`src/rtl/rlwsc_pkg.sv`:
```
`timescale 1ns / 1ps
// ----------------------------------------------------------------------------
// rlwsc_pkg: shared types and constants for the remote link watchdog
// Item, result and configuration records, register indexes and reset values.
// ----------------------------------------------------------------------------
package rlwsc_pkg;

  // Configuration register indexes
  localparam logic CFG_REQ_EDGE_COUNT  = 1'b0;
  localparam logic CFG_GOOD_WIN_TARGET = 1'b1;

  localparam int CFG_DATA_W = 16;

  // Configuration reset values
  localparam logic [15:0] REQ_EDGE_COUNT_RST  = 16'd1;
  localparam logic [7:0]  GOOD_WIN_TARGET_RST = 8'd15;

  // Item kinds
  localparam logic KIND_EDGE = 1'b0;
  localparam logic KIND_TICK = 1'b1;

  // Saturation limits and the stop grade
  localparam logic [15:0] EDGE_COUNT_MAX = 16'hFFFF;
  localparam logic [7:0]  GOOD_RUN_MAX   = 8'hFF;
  localparam logic [1:0]  SPEED_STOP     = 2'd0;

  typedef struct packed {
    logic        kind;
    logic        forward_pin;
    logic [1:0]  speed_code;
    logic        over_current;
    logic        over_voltage;
  } rlwsc_item_t;

  typedef struct packed {
    logic        direction_forward;
    logic [1:0]  speed_grade;
    logic        link_lost;
    logic        link_established;
  } rlwsc_result_t;

  typedef struct packed {
    logic [15:0] required_edge_count;
    logic [7:0]  good_window_target;
  } rlwsc_cfg_t;

endpackage

```
`src/rtl/rlwsc_if.sv`:
```
`timescale 1ns / 1ps
// ----------------------------------------------------------------------------
// rlwsc_if: valid/ready channels of the remote link watchdog
// Command/tick input channel and status result channel.
// ----------------------------------------------------------------------------
interface rlwsc_in_if;
  logic       valid;
  logic       ready;
  logic       kind;
  logic       forward_pin;
  logic [1:0] speed_code;
  logic       over_current;
  logic       over_voltage;

  modport source (output valid, kind, forward_pin, speed_code, over_current,
                  over_voltage, input ready);
  modport sink   (input valid, kind, forward_pin, speed_code, over_current,
                  over_voltage, output ready);
endinterface

interface rlwsc_out_if;
  logic       valid;
  logic       ready;
  logic       direction_forward;
  logic [1:0] speed_grade;
  logic       link_lost;
  logic       link_established;

  modport source (output valid, direction_forward, speed_grade, link_lost,
                  link_established, input ready);
  modport sink   (input valid, direction_forward, speed_grade, link_lost,
                  link_established, output ready);
endinterface

```
`src/rtl/rlwsc_cfg_regs.sv`:
```
`timescale 1ns / 1ps
// ----------------------------------------------------------------------------
// rlwsc_cfg_regs: configuration registers
// Edge threshold per window and good-window target, written by index.
// ----------------------------------------------------------------------------
module rlwsc_cfg_regs
  import rlwsc_pkg::*;
(
  input  logic                  clk,
  input  logic                  rst_n,
  input  logic                  cfg_we,
  input  logic                  cfg_index,
  input  logic [CFG_DATA_W-1:0] cfg_wdata,
  output rlwsc_cfg_t            cfg
);

  logic [15:0] req_edge_r;
  logic [7:0]  target_r;

  // Register writes
  always_ff @(posedge clk) begin
    if (!rst_n) begin
      req_edge_r <= REQ_EDGE_COUNT_RST;
      target_r   <= GOOD_WIN_TARGET_RST;
    end else if (cfg_we) begin
      case (cfg_index)
        CFG_REQ_EDGE_COUNT:  req_edge_r <= cfg_wdata;
        CFG_GOOD_WIN_TARGET: target_r   <= cfg_wdata[7:0];
        default: ;
      endcase
    end
  end

  assign cfg.required_edge_count = req_edge_r;
  assign cfg.good_window_target  = target_r;

endmodule

```
`src/rtl/rlwsc_link_core.sv`:
```
`timescale 1ns / 1ps
// ----------------------------------------------------------------------------
// rlwsc_link_core: link watchdog state and speed command update
// Applies one edge or tick per enabled cycle; presents the updated status.
// ----------------------------------------------------------------------------
module rlwsc_link_core
  import rlwsc_pkg::*;
(
  input  logic          clk,
  input  logic          rst_n,
  input  logic          en,
  input  rlwsc_item_t   item,
  input  rlwsc_cfg_t    cfg,
  output rlwsc_result_t res
);

  logic [15:0] edge_cnt_r, edge_cnt_nxt;
  logic [7:0]  run_r, run_nxt;
  logic        lost_r, lost_nxt;
  logic        est_r, est_nxt;
  logic        dir_r, dir_nxt;
  logic [1:0]  speed_r, speed_nxt;
  logic [7:0]  run_inc;
  logic        faults;

  assign faults  = item.over_current | item.over_voltage;
  assign run_inc = (run_r == GOOD_RUN_MAX) ? run_r : run_r + 8'd1;

  // Next state for the current item
  always_comb begin
    edge_cnt_nxt = edge_cnt_r;
    run_nxt      = run_r;
    lost_nxt     = lost_r;
    est_nxt      = est_r;
    dir_nxt      = dir_r;
    speed_nxt    = speed_r;
    if (item.kind == KIND_TICK) begin
      edge_cnt_nxt = '0;
      if (edge_cnt_r >= cfg.required_edge_count) begin
        lost_nxt = 1'b0;
        if (!est_r) begin
          run_nxt = run_inc;
          if (run_inc >= cfg.good_window_target) est_nxt = 1'b1;
        end
      end else begin
        lost_nxt  = 1'b1;
        est_nxt   = 1'b0;
        run_nxt   = '0;
        speed_nxt = SPEED_STOP;
      end
    end else begin
      if (edge_cnt_r != EDGE_COUNT_MAX) edge_cnt_nxt = edge_cnt_r + 16'd1;
      dir_nxt = item.forward_pin;
      // pins are active low: 11 stop .. 00 maximum
      if (!lost_r && !faults && est_r) speed_nxt = ~item.speed_code;
    end
  end

  // State registers
  always_ff @(posedge clk) begin
    if (!rst_n) begin
      edge_cnt_r <= '0;
      run_r      <= '0;
      lost_r     <= 1'b0;
      est_r      <= 1'b0;
      dir_r      <= 1'b0;
      speed_r    <= SPEED_STOP;
    end else if (en) begin
      edge_cnt_r <= edge_cnt_nxt;
      run_r      <= run_nxt;
      lost_r     <= lost_nxt;
      est_r      <= est_nxt;
      dir_r      <= dir_nxt;
      speed_r    <= speed_nxt;
    end
  end

  assign res.direction_forward = dir_nxt;
  assign res.speed_grade       = speed_nxt;
  assign res.link_lost         = lost_nxt;
  assign res.link_established  = est_nxt;

  // Checks
  a_lost_not_est: assert property (@(posedge clk) disable iff (!rst_n)
    !(lost_r && est_r)) else $error("link both lost and established");

  a_lost_stops: assert property (@(posedge clk) disable iff (!rst_n)
    lost_r |-> (speed_r == SPEED_STOP)) else $error("speed not stop while lost");

  a_tick_clears: assert property (@(posedge clk) disable iff (!rst_n)
    (en && item.kind == KIND_TICK) |=> (edge_cnt_r == '0))
    else $error("edge count not cleared by tick");

  a_speed_gated: assert property (@(posedge clk) disable iff (!rst_n)
    (en && item.kind == KIND_EDGE && !est_r) |=> $stable(speed_r))
    else $error("speed changed without established link");

endmodule

```
`src/rtl/remote_link_watchdog_speed_command.sv`:
```
`timescale 1ns / 1ps
// ----------------------------------------------------------------------------
// remote_link_watchdog_speed_command: remote link watchdog and speed command
// Counts command edges per window, qualifies the link and latches commands.
// ----------------------------------------------------------------------------
// Each transaction on in_ch is a command edge or a window tick and yields
// exactly one status transaction on out_ch showing direction, speed grade and
// link state after that item. The block takes one transaction per cycle while
// out_ch accepts results, through an input register, then the state
// update feeding a result register. in_ch.ready stays high while the result
// register is free or being drained, so back-pressure on out_ch only stalls
// intake once both registers hold data. Configuration writes (cfg_index 0:
// required edge count, 1: good-window target) should be made while idle.
module remote_link_watchdog_speed_command
  import rlwsc_pkg::*;
(
  input  logic                  clk,
  input  logic                  rst_n,
  input  logic                  cfg_we,
  input  logic                  cfg_index,
  input  logic [CFG_DATA_W-1:0] cfg_wdata,
  rlwsc_in_if.sink              in_ch,
  rlwsc_out_if.source           out_ch
);

  rlwsc_cfg_t    cfg;
  rlwsc_item_t   item_r;
  rlwsc_result_t res;
  rlwsc_result_t res_r;
  logic          in_vld_r;
  logic          out_vld_r;
  logic          advance;

  rlwsc_cfg_regs u_cfg (
    .clk       (clk),
    .rst_n     (rst_n),
    .cfg_we    (cfg_we),
    .cfg_index (cfg_index),
    .cfg_wdata (cfg_wdata),
    .cfg       (cfg)
  );

  rlwsc_link_core u_core (
    .clk   (clk),
    .rst_n (rst_n),
    .en    (advance),
    .item  (item_r),
    .cfg   (cfg),
    .res   (res)
  );

  // Pipeline flow control
  assign advance     = in_vld_r & (~out_vld_r | out_ch.ready);
  assign in_ch.ready = ~in_vld_r | advance;

  // Input register
  always_ff @(posedge clk) begin
    if (!rst_n) begin
      in_vld_r <= 1'b0;
    end else if (in_ch.ready) begin
      in_vld_r <= in_ch.valid;
    end
  end

  always_ff @(posedge clk) begin
    if (in_ch.valid && in_ch.ready) begin
      item_r.kind         <= in_ch.kind;
      item_r.forward_pin  <= in_ch.forward_pin;
      item_r.speed_code   <= in_ch.speed_code;
      item_r.over_current <= in_ch.over_current;
      item_r.over_voltage <= in_ch.over_voltage;
    end
  end

  // Result register
  always_ff @(posedge clk) begin
    if (!rst_n) begin
      out_vld_r <= 1'b0;
    end else if (advance) begin
      out_vld_r <= 1'b1;
    end else if (out_ch.ready) begin
      out_vld_r <= 1'b0;
    end
  end

  always_ff @(posedge clk) begin
    if (advance) begin
      res_r <= res;
    end
  end

  assign out_ch.valid             = out_vld_r;
  assign out_ch.direction_forward = res_r.direction_forward;
  assign out_ch.speed_grade       = res_r.speed_grade;
  assign out_ch.link_lost         = res_r.link_lost;
  assign out_ch.link_established  = res_r.link_established;

endmodule

```
`src/flat_wrapper.sv`:
```
// flat-port wrapper written by rule: the top's interface ports become plain ports
module remote_link_watchdog_speed_command_flat import rlwsc_pkg::*;
  (clk, rst_n, cfg_we, cfg_index, cfg_wdata, in_ch_valid, in_ch_kind, in_ch_forward_pin, in_ch_speed_code, in_ch_over_current, in_ch_over_voltage, in_ch_ready, out_ch_valid, out_ch_direction_forward, out_ch_speed_grade, out_ch_link_lost, out_ch_link_established, out_ch_ready);
  rlwsc_in_if in_ch_i ();
  rlwsc_out_if out_ch_i ();
  input  logic clk;
  input  logic rst_n;
  input  logic cfg_we;
  input  logic cfg_index;
  input  logic [CFG_DATA_W-1:0] cfg_wdata;
  input wire logic [$bits(in_ch_i.valid)-1:0] in_ch_valid;
  input wire logic [$bits(in_ch_i.kind)-1:0] in_ch_kind;
  input wire logic [$bits(in_ch_i.forward_pin)-1:0] in_ch_forward_pin;
  input wire logic [$bits(in_ch_i.speed_code)-1:0] in_ch_speed_code;
  input wire logic [$bits(in_ch_i.over_current)-1:0] in_ch_over_current;
  input wire logic [$bits(in_ch_i.over_voltage)-1:0] in_ch_over_voltage;
  output wire logic [$bits(in_ch_i.ready)-1:0] in_ch_ready;
  output wire logic [$bits(out_ch_i.valid)-1:0] out_ch_valid;
  output wire logic [$bits(out_ch_i.direction_forward)-1:0] out_ch_direction_forward;
  output wire logic [$bits(out_ch_i.speed_grade)-1:0] out_ch_speed_grade;
  output wire logic [$bits(out_ch_i.link_lost)-1:0] out_ch_link_lost;
  output wire logic [$bits(out_ch_i.link_established)-1:0] out_ch_link_established;
  input wire logic [$bits(out_ch_i.ready)-1:0] out_ch_ready;
  assign in_ch_i.valid = in_ch_valid;
  assign in_ch_i.kind = in_ch_kind;
  assign in_ch_i.forward_pin = in_ch_forward_pin;
  assign in_ch_i.speed_code = in_ch_speed_code;
  assign in_ch_i.over_current = in_ch_over_current;
  assign in_ch_i.over_voltage = in_ch_over_voltage;
  assign in_ch_ready = in_ch_i.ready;
  assign out_ch_valid = out_ch_i.valid;
  assign out_ch_direction_forward = out_ch_i.direction_forward;
  assign out_ch_speed_grade = out_ch_i.speed_grade;
  assign out_ch_link_lost = out_ch_i.link_lost;
  assign out_ch_link_established = out_ch_i.link_established;
  assign out_ch_i.ready = out_ch_ready;
  remote_link_watchdog_speed_command u_core (.clk(clk), .rst_n(rst_n), .cfg_we(cfg_we), .cfg_index(cfg_index), .cfg_wdata(cfg_wdata), .in_ch(in_ch_i), .out_ch(out_ch_i));
endmodule
```
`config.mk`:
```
export PLATFORM = sky130hd
export DESIGN_NAME = remote_link_watchdog_speed_command_flat
export DESIGN_NICKNAME = d
export VERILOG_FILES = /design/src/rtl/rlwsc_pkg.sv /design/src/rtl/rlwsc_if.sv /design/src/rtl/rlwsc_cfg_regs.sv /design/src/rtl/rlwsc_link_core.sv /design/src/rtl/remote_link_watchdog_speed_command.sv /design/src/flat_wrapper.sv
export SDC_FILE = /design/constraint.sdc
export NUM_CORES = 1
export LEC_CHECK = 0
export BUFFER_PORTS_ARGS = -buffer_cell sky130_fd_sc_hd__buf_2
export CAP_MARGIN = 30
export CORE_MARGIN = 3
export CORE_UTILIZATION = 50
export CTS_BUF_LIST = sky130_fd_sc_hd__clkbuf_16
export DETAILED_ROUTE_END_ITERATION = 12
export PLACE_DENSITY = 0.73
export SLEW_MARGIN = 20
export SYNTH_ARGS = -nofsm -noshare
export SYNTH_HDL_FRONTEND = slang
export SYNTH_SLANG_ARGS = --single-unit
```
`constraint.sdc`:
```
create_clock -name clk -period 2.7 [get_ports clk]
set_clock_uncertainty 0.1 [all_clocks]
set_input_delay 0.27 -clock clk [delete_from_list [all_inputs] [get_ports clk]]
set_output_delay 0.27 -clock clk [all_outputs]
set_load 0.05 [all_outputs]
```
==> summary.md, run 1 <==
| Metric | Value |
|---|---|
| DPL Wire Length | `5270 um` |
| Port bufs | `34` |
| CTS Root Cell | `clkbuf_16` |
| DIE AREA | `approximately 8000 um2` |
| ANT cells | `0` |
| CTS H-tree depth | `3` |
| Commonest non-fill, non-tap cells in the layout | `nand2_1 (69), dfxtp_1 (53), buf_2 (34)` |
| DRC violations left | `0` |
| Core box area | `6490 um2` |
| Vias in the first global route | `approximately 2700` |
| Post-route ant nets | `0` |
| RSZ-0062 raised after global routing | `yes` |
| Initial detailed-routing violation count | `100` |
| Post-Syn Area | `around 3400 um2` |
| Detailed Routing Iterations Pass 1 | `4` |
| Critical path class | `flop to flop` |
| Reg2reg setup slack | `0.15 ns` |
| Final period util | `94.6%` |
| Die extent in y | `88.8 um` |
| Crit Path Max Fanout | `5` |
| Max_slew headroom | `56.0%` |
| Post-synth EDFFs | `11` |
| Commonest non-fill, non-tap cell in the layout | `nand2_1` |
| Setup TNS | `0 ns` |
| Max cap viols | `0` |
| Vias/cell | `between 5 and 6` |
| TritonCTS buffer count | `9` |
| Worst Tran Pin Value | `around 0.65 ns` |
| Clk_lat worst skew | `0.32 ns` |
| Synth warnings | `0` |
| Die width | `88.8 um` |
| Slew Limit Fails | `0` |
| # nets final | `476` |
| Minimum clock period | `2.55 ns` |
| Seq/Total Area, Yosys | `41.8%` |
| Synth async-reset ratio | `0%` |
| Number of cell rows | `29` |
| Final Hold Viols | `0` |
| Pwr per Cell Area | `614 nW/um2` |
| Mapped Cells | `383` |
| Initial Utilization | `52.8%` |
| Routed Wire Length | `7450 um` |
| Setup-failing EPs final | `0` |
| Worst vdd ir | `between 0.4 and 0.5 mV` |
| Fmax | `392 MHz` |
| Routed vias | `2811` |
| Layout area overhead | `18.7%` |
| Pin count of the biggest net entering global routing | `41` |
| Status | `completed` |
| WL/cell | `around 15 um` |
| Critical Path AT | `around 2.7 ns` |
| Share of cells above drive strength 1 | `18.0%` |
| CTS max path bufs | `2` |
| Worst Hold Class | `input port to flop` |
| CTS Sinks | `66` |
| Hold buffer count at cts | `0` |
| First-pass GRT wire length | `12500 um` |
| Syn Nets | `437` |
| # IOs | `35` |
| Worst Setup Start Kind | `flop` |
| Gr usage total | `between 20% and 30%` |
| Leak Pwr | `roughly 1.6 nW` |
| Total gr overflow | `0` |
| Clk slew on worst S/H paths | `0.06 ns` |
| CTS tree | `built` |
| Crit end category | `flop` |
| Avg Inst Size Synth | `8.95 um2` |
| WHS | `0.0184 ns` |
| Distinct cells, synth | `55` |
| Post-synth top flop | `dfxtp_1` |
| Initial antenna violation count | `0` |
| #FFs+latches synth | `between 60 and 70` |
| Worst Path Required | `2.82 ns` |
| Routability cong. | `0.790` |
layer usage:
layer  global-route usage, %  vias to the layer above  routed length, um
met5                       0                        -                  0
met4                    6.87                        0                107
met3                    3.17                       11                205
met2                    32.4                       44               3490
met1                    27.8                     1320               3650
li1                        -                     1436                  -
power breakdown:
| group | total (W) | switching (W) | internal (W) |
|---|---|---|---|
| combinational | 0.000214 | 0.000124 | 0.0000897 |
| sequential | 0.00105 | 0.0000199 | 0.00103 |
| clock | 0.00123 | 0.000426 | 0.000805 |
per-stage QoR:
step	setup WS (ns)	utilization, %	std cells	instance area (um2)	total power (W)
6_report	0.147	62.6	504	4070	0.00250
2_1_floorplan	0.0337	-	383	3430	0.00122
5_1_grt	-0.0304	62.6	504	4070	0.00257
3_5_place_dp	0.0300	56.8	486	3690	0.00128
3_3_place_gp	0.130	56.8	486	3690	0.00127
4_1_cts	0.00499	61.7	502	4010	0.00250
final timing paths:
kind | start | to | depth (start not counted)
worst min-delay path | in_ch_speed_code[0] | u_core.item_r[2] | 1
worst max register to register | u_core.u_core.run_r[0] | u_core.u_core.est_r | 11
worst min register to register | u_core.u_cfg.target_r[7] | u_core.u_cfg.target_r[7] | 2
worst max-delay path | u_core.u_core.run_r[0] | u_core.u_core.est_r | 11
critical path, cell delays in order, from the launching register on:
cell and delay [ns]:
dfxtp_4 0.37, ha_1 0.16, and3_4 0.22, nand3_4 0.12
xnor2_2 0.16, ha_1 0.26, nand2b_1 0.14, a21o_1 0.17
a211o_1 0.29, a22oi_2 0.19, nor2_1 0.06, o211a_1 0.20
cell families (layout without fill, tap and decap cells):
group / after synthesis / count (layout) / share of synthesized area, %
and+or+nand+nor: 151 / 151 / 21.2
AOI/OAI and AO/OA: 86 / 86 / 19.4
DFF: 66 / 66 / 41.8
buffers and inverters: 41 / 85 / 4.64
adders and majority gates: 26 / 26 / 9.49
xor gates and xnor gates: 10 / 10 / 2.56
muxes: 3 / 3 / 0.949
Yosys cell counts, types with 2 or more instances:
cell,number,area (um2)
nand3_1,18,90.1
a211o_1,3,26.3
xnor2_1,2,17.5
a31oi_1,6,37.5
ha_1,26,325
and3_1,5,31.3
o211ai_1,3,22.5
o311ai_1,3,26.3
a21oi_1,13,65.1
and4_1,2,17.5
nand2b_1,3,18.8
o21a_1,5,37.5
nor2b_1,6,37.5
a21o_1,2,15.0
o21ai_0,9,45.0
mux2_2,2,22.5
nand4_1,6,37.5
inv_1,26,97.6
a211oi_1,2,15.0
a21boi_0,21,158
nor3_1,2,10.0
a32o_1,6,60.1
edfxtp_1,11,330
and2_1,4,25.0
nor2_1,23,86.3
dfxtp_1,55,1100
xor2_1,8,70.1
or3_1,4,25.0
clkbuf_1,12,45.0
nand4b_1,2,17.5
nand2_1,69,259
final cells by class:
cell class	count	area (um2)
tap	77	96.3
multi-input combinational	276	1880
fill	533	2430
sequential	66	1440
inverter	27	101
clock inverter	7	93.8
clock buffer	9	225
timing repair buffer	42	230
state kept, by name, indices dropped and copies added (netlist names), 2 cells and up:
signal                     count
u_core.u_cfg.req_edge_r       16
u_core.u_core.edge_cnt_r      16
u_core.u_cfg.target_r          8
u_core.u_core.run_r            8
u_core.item_r                  6
u_core.out_ch.speed_grade      2
u_core.u_core.speed_r          2
repair_timing:
action / 4_1_cts / 5_1_grt
setup endpoints to repair: 0 / 10
buffers inserted: 0 / 2
resized for setup: 0 / 12
Note: power is estimated with default switching activity, not from simulation.
==> run 2, diff against run 1 <==
--- a/config.mk
+++ b/config.mk
@@ -9,9 +9,9 @@
 export CAP_MARGIN = 30
 export CORE_MARGIN = 3
 export CORE_UTILIZATION = 50
-export CTS_BUF_LIST = sky130_fd_sc_hd__clkbuf_16
+export CTS_BUF_LIST = sky130_fd_sc_hd__clkbuf_8
 export DETAILED_ROUTE_END_ITERATION = 12
-export PLACE_DENSITY = 0.73
+export PLACE_DENSITY = 0.7
 export SLEW_MARGIN = 20
 export SYNTH_ARGS = -nofsm -noshare
 export SYNTH_HDL_FRONTEND = slang
==> constraint.sdc (replaced) <==
create_clock -name clk -period 3.2 [get_ports clk]
set_clock_uncertainty 0.1 [all_clocks]
set_input_delay 0.32 -clock clk [delete_from_list [all_inputs] [get_ports clk]]
set_output_delay 0.32 -clock clk [all_outputs]
set_load 0.05 [all_outputs]
==> run 2 against run 1 <==
Net effect:
- wire length decreased by 6.8%
- clock power decreased by 51%
- maximum frequency decreased by 14%
- critical path depth unchanged
- largest power group is now sequential cells
- combinational power shrank 19%
- highest routed layer unchanged
==> summary.md, run 2 (same netlist as run 1, synthesis figures left out) <==
| Metric | Value |
|---|---|
| Status | `completed` |
| Crit end category | `flop` |
| CTS Sinks | `66 (unchanged)` |
| Routed vias | `2757 (-1.9%)` |
| Hold path depth | `1 (unchanged)` |
| Leak Pwr | `1.52 nW (-6.6%)` |
| RSZ-0062 raised after global routing | `no` |
| Number of cell rows | `29 (unchanged)` |
| Post-route ant nets | `0 (unchanged)` |
| Commonest non-fill, non-tap cells in the layout | `nand2_1 (69), dfxtp_1 (55), buf_2 (34)` |
| Final Hold Viols | `0 (unchanged)` |
| Reg area | `1430 um2 (-0.35%)` |
| Worst r2r src | `u_core.u_core.run_r[0]` |
| Psw | `0.000446 W (-22%)` |
| CTS resizes | `0 (unchanged)` |
| Die extent in y | `88.8 um (unchanged)` |
| P_int | `0.00122 W (-37%)` |
| Seq pwr share | `53.2% (+11 points)` |
| Max cap viols | `0 (unchanged)` |
| CTS Root Cell | `clkbuf_8` |
| Setup TNS | `0 ns (unchanged)` |
| Worst Min Path Start | `in_ch_forward_pin` |
| Initial antenna violation count | `0 (unchanged)` |
| ANT cells | `0 (unchanged)` |
| CTS tree | `built` |
| Placed cell count | `481 (-1.0%)` |
| Layout area overhead | `11.5%` |
| Core box area | `6490 um2 (unchanged)` |
| Share of cells above drive strength 1 | `14.5% (-3.5 points)` |
| Clk_lat worst skew | `0.34 ns (+0.02 ns)` |
| Top Registers | `u_core.u_cfg.req_edge_r x16, u_core.u_core.edge_cnt_r x16` |
| Net Sw Frac | `26.8% (+4.0 points)` |
| Worst Path Required | `3.34 ns (+0.52 ns)` |
| Vias in the first global route | `2539 (-5.0%)` |
| Critical Path AT | `3.12 ns (+0.45 ns)` |
| Crit Path Max Fanout | `6 (+1)` |
| Total gr overflow | `0 (unchanged)` |
| Setup-failing EPs final | `0 (unchanged)` |
| Fill cells | `591 (+11%)` |
| Post-place instance area | `3640 um2 (-1.2%)` |
| WHS Endpoint | `u_core.item_r[4]` |
| Initial detailed-routing violation count | `108 (+8.0%)` |
| Routability cong. | `0.855 (+8.2%)` |
| Worst reg2reg path depth | `11 (unchanged)` |
| Worst Hold Class | `input port to flop` |
| Post-Layout Inst Area | `3820 um2 (-6.0%)` |
| Pwr per Cell Area | `436 nW/um2 (-29%)` |
| Minimum clock period | `2.98 ns (+0.425 ns)` |
| Clk slew on worst S/H paths | `0.08 ns (+0.02 ns)` |
| Crit Reg-Reg Endpoint | `u_core.u_core.est_r` |
| Max_slew headroom | `53.4% (-2.6 points)` |
| CTS H-tree depth | `3 (unchanged)` |
| Port bufs | `34 (unchanged)` |
| Worst Tran Pin Value | `0.692 ns (+0.0384 ns)` |
| Commonest non-fill, non-tap cell in the layout | `nand2_1` |
| DIE AREA | `7880 um2 (unchanged)` |
| Gate power share | `10.4% (+1.8 points)` |
| Worst Setup Start Kind | `flop` |
| Final period util | `93.1% (-1.5 points)` |
| Postcts setup bufs | `0 (unchanged)` |
| # nets final | `470 (-1.3%)` |
| Final Non-Filler Cells | `498 (-1.2%)` |
| First-pass GRT wire length | `11800 um (-5.9%)` |
| Pin count of the biggest net entering global routing | `41 (unchanged)` |
| DPL Wire Length | `5190 um (-1.5%)` |
| Clock power share | `36.4% (-13 points)` |
| Gr usage total | `19.2% (-1.1 points)` |
| CTS max path bufs | `2 (unchanged)` |
| WL/cell | `13.9 um (-5.7%)` |
| Reg2reg setup slack | `0.22 ns (+0.07 ns)` |
| Multi-input logic area | `1840 um2 (-2.5%)` |
| Hold buffer count at cts | `0 (unchanged)` |
| DRC violations left | `0 (unchanged)` |
| Detailed Routing Iterations Pass 1 | `4 (unchanged)` |
| Die width | `88.8 um (unchanged)` |
| TritonCTS buffer count | `9 (unchanged)` |
| # IOs | `35 (unchanged)` |
| Vias/cell | `5.54 (-0.74%)` |
| Worst vdd ir | `0.243 mV (-42%)` |
| Initial Utilization | `52.8% (unchanged)` |
| Slew Limit Fails | `0 (unchanged)` |
| Fmax | `336 MHz (-14%)` |
| Routed Wire Length | `6940 um (-6.8%)` |
| Critical path class | `flop to flop` |
run 2: changes by cell type in the layout (fill, tap and decap cells not counted), moves of 2 or more:
cell / change
dfxtp_1: +2
buf_4: -6
clkbuf_16: -9
bufinv_16: -2
and3_1: +2
clkbuf_8: +9
run 2: through the flow:
stage / hold WS [ns] / utilization (%) / worst slack, ns / total power [W]
floorplan: 0.319 / - / 0.498 / 0.00103
global placement: 0.346 / 56.1 / 0.433 / 0.00107
detailed placement: 0.357 / 56.1 / 0.259 / 0.00108
CTS: 0.0420 / 58.7 / 0.241 / 0.00168
global route: 0.0397 / 58.8 / 0.000458 / 0.00174
finish: 0.0504 / 58.8 / 0.222 / 0.00167
run 2: critical path, stage by stage, from the launching register on:
cell and delay (ns):
dfxtp_1 0.44, ha_1 0.25, and3_1 0.27, nand3_1 0.21
xnor2_1 0.18, ha_1 0.27, nand2b_1 0.14, a21o_1 0.18
a211o_1 0.30, a22oi_1 0.25, nor2_1 0.07, o211a_1 0.21
run 2: worst max path at each step:
stage	from	end	slack [ns]	depth (start not counted)
after floorplan	u_core.u_core.run_r[0]	u_core.u_core.est_r	0.50	12
after global placement	u_core.u_core.run_r[0]	u_core.u_core.est_r	0.43	11
after detailed placement	u_core.u_core.run_r[0]	u_core.u_core.est_r	0.26	11
after CTS	u_core.u_core.run_r[0]	u_core.u_core.est_r	0.24	11
after global routing	u_core.u_core.run_r[0]	u_core.u_core.est_r	0.0005	11
final	u_core.u_core.run_r[0]	u_core.u_core.est_r	0.22	11
run 2: cell type report:
class / instances / area share [%]
clock buffers: 9 / 3.24
inverters: 27 / 2.65
repair buffers: 36 / 4.85
well taps: 77 / 2.52
flip-flops and latches: 66 / 37.5
clock inverters: 7 / 1.21
multi-input cells: 276 / 48.1
run 2: power by group through the flow:
stage | clock, W | combinational, W | sequential [W]
2_1_floorplan | 0 | 0.000117 | 0.000913
3_3_place_gp | 0 | 0.000169 | 0.000905
3_5_place_dp | 0 | 0.000173 | 0.000906
4_1_cts | 0.000622 | 0.000174 | 0.000887
5_1_grt | 0.000661 | 0.000193 | 0.000890
6_report | 0.000607 | 0.000173 | 0.000887
run 2: per-layer routing:
metal,GRT usage (%),wire length (um)
met1,27.0,3470
met3,3.72,291
met2,29.0,3070
met5,0,0
met4,7.42,103
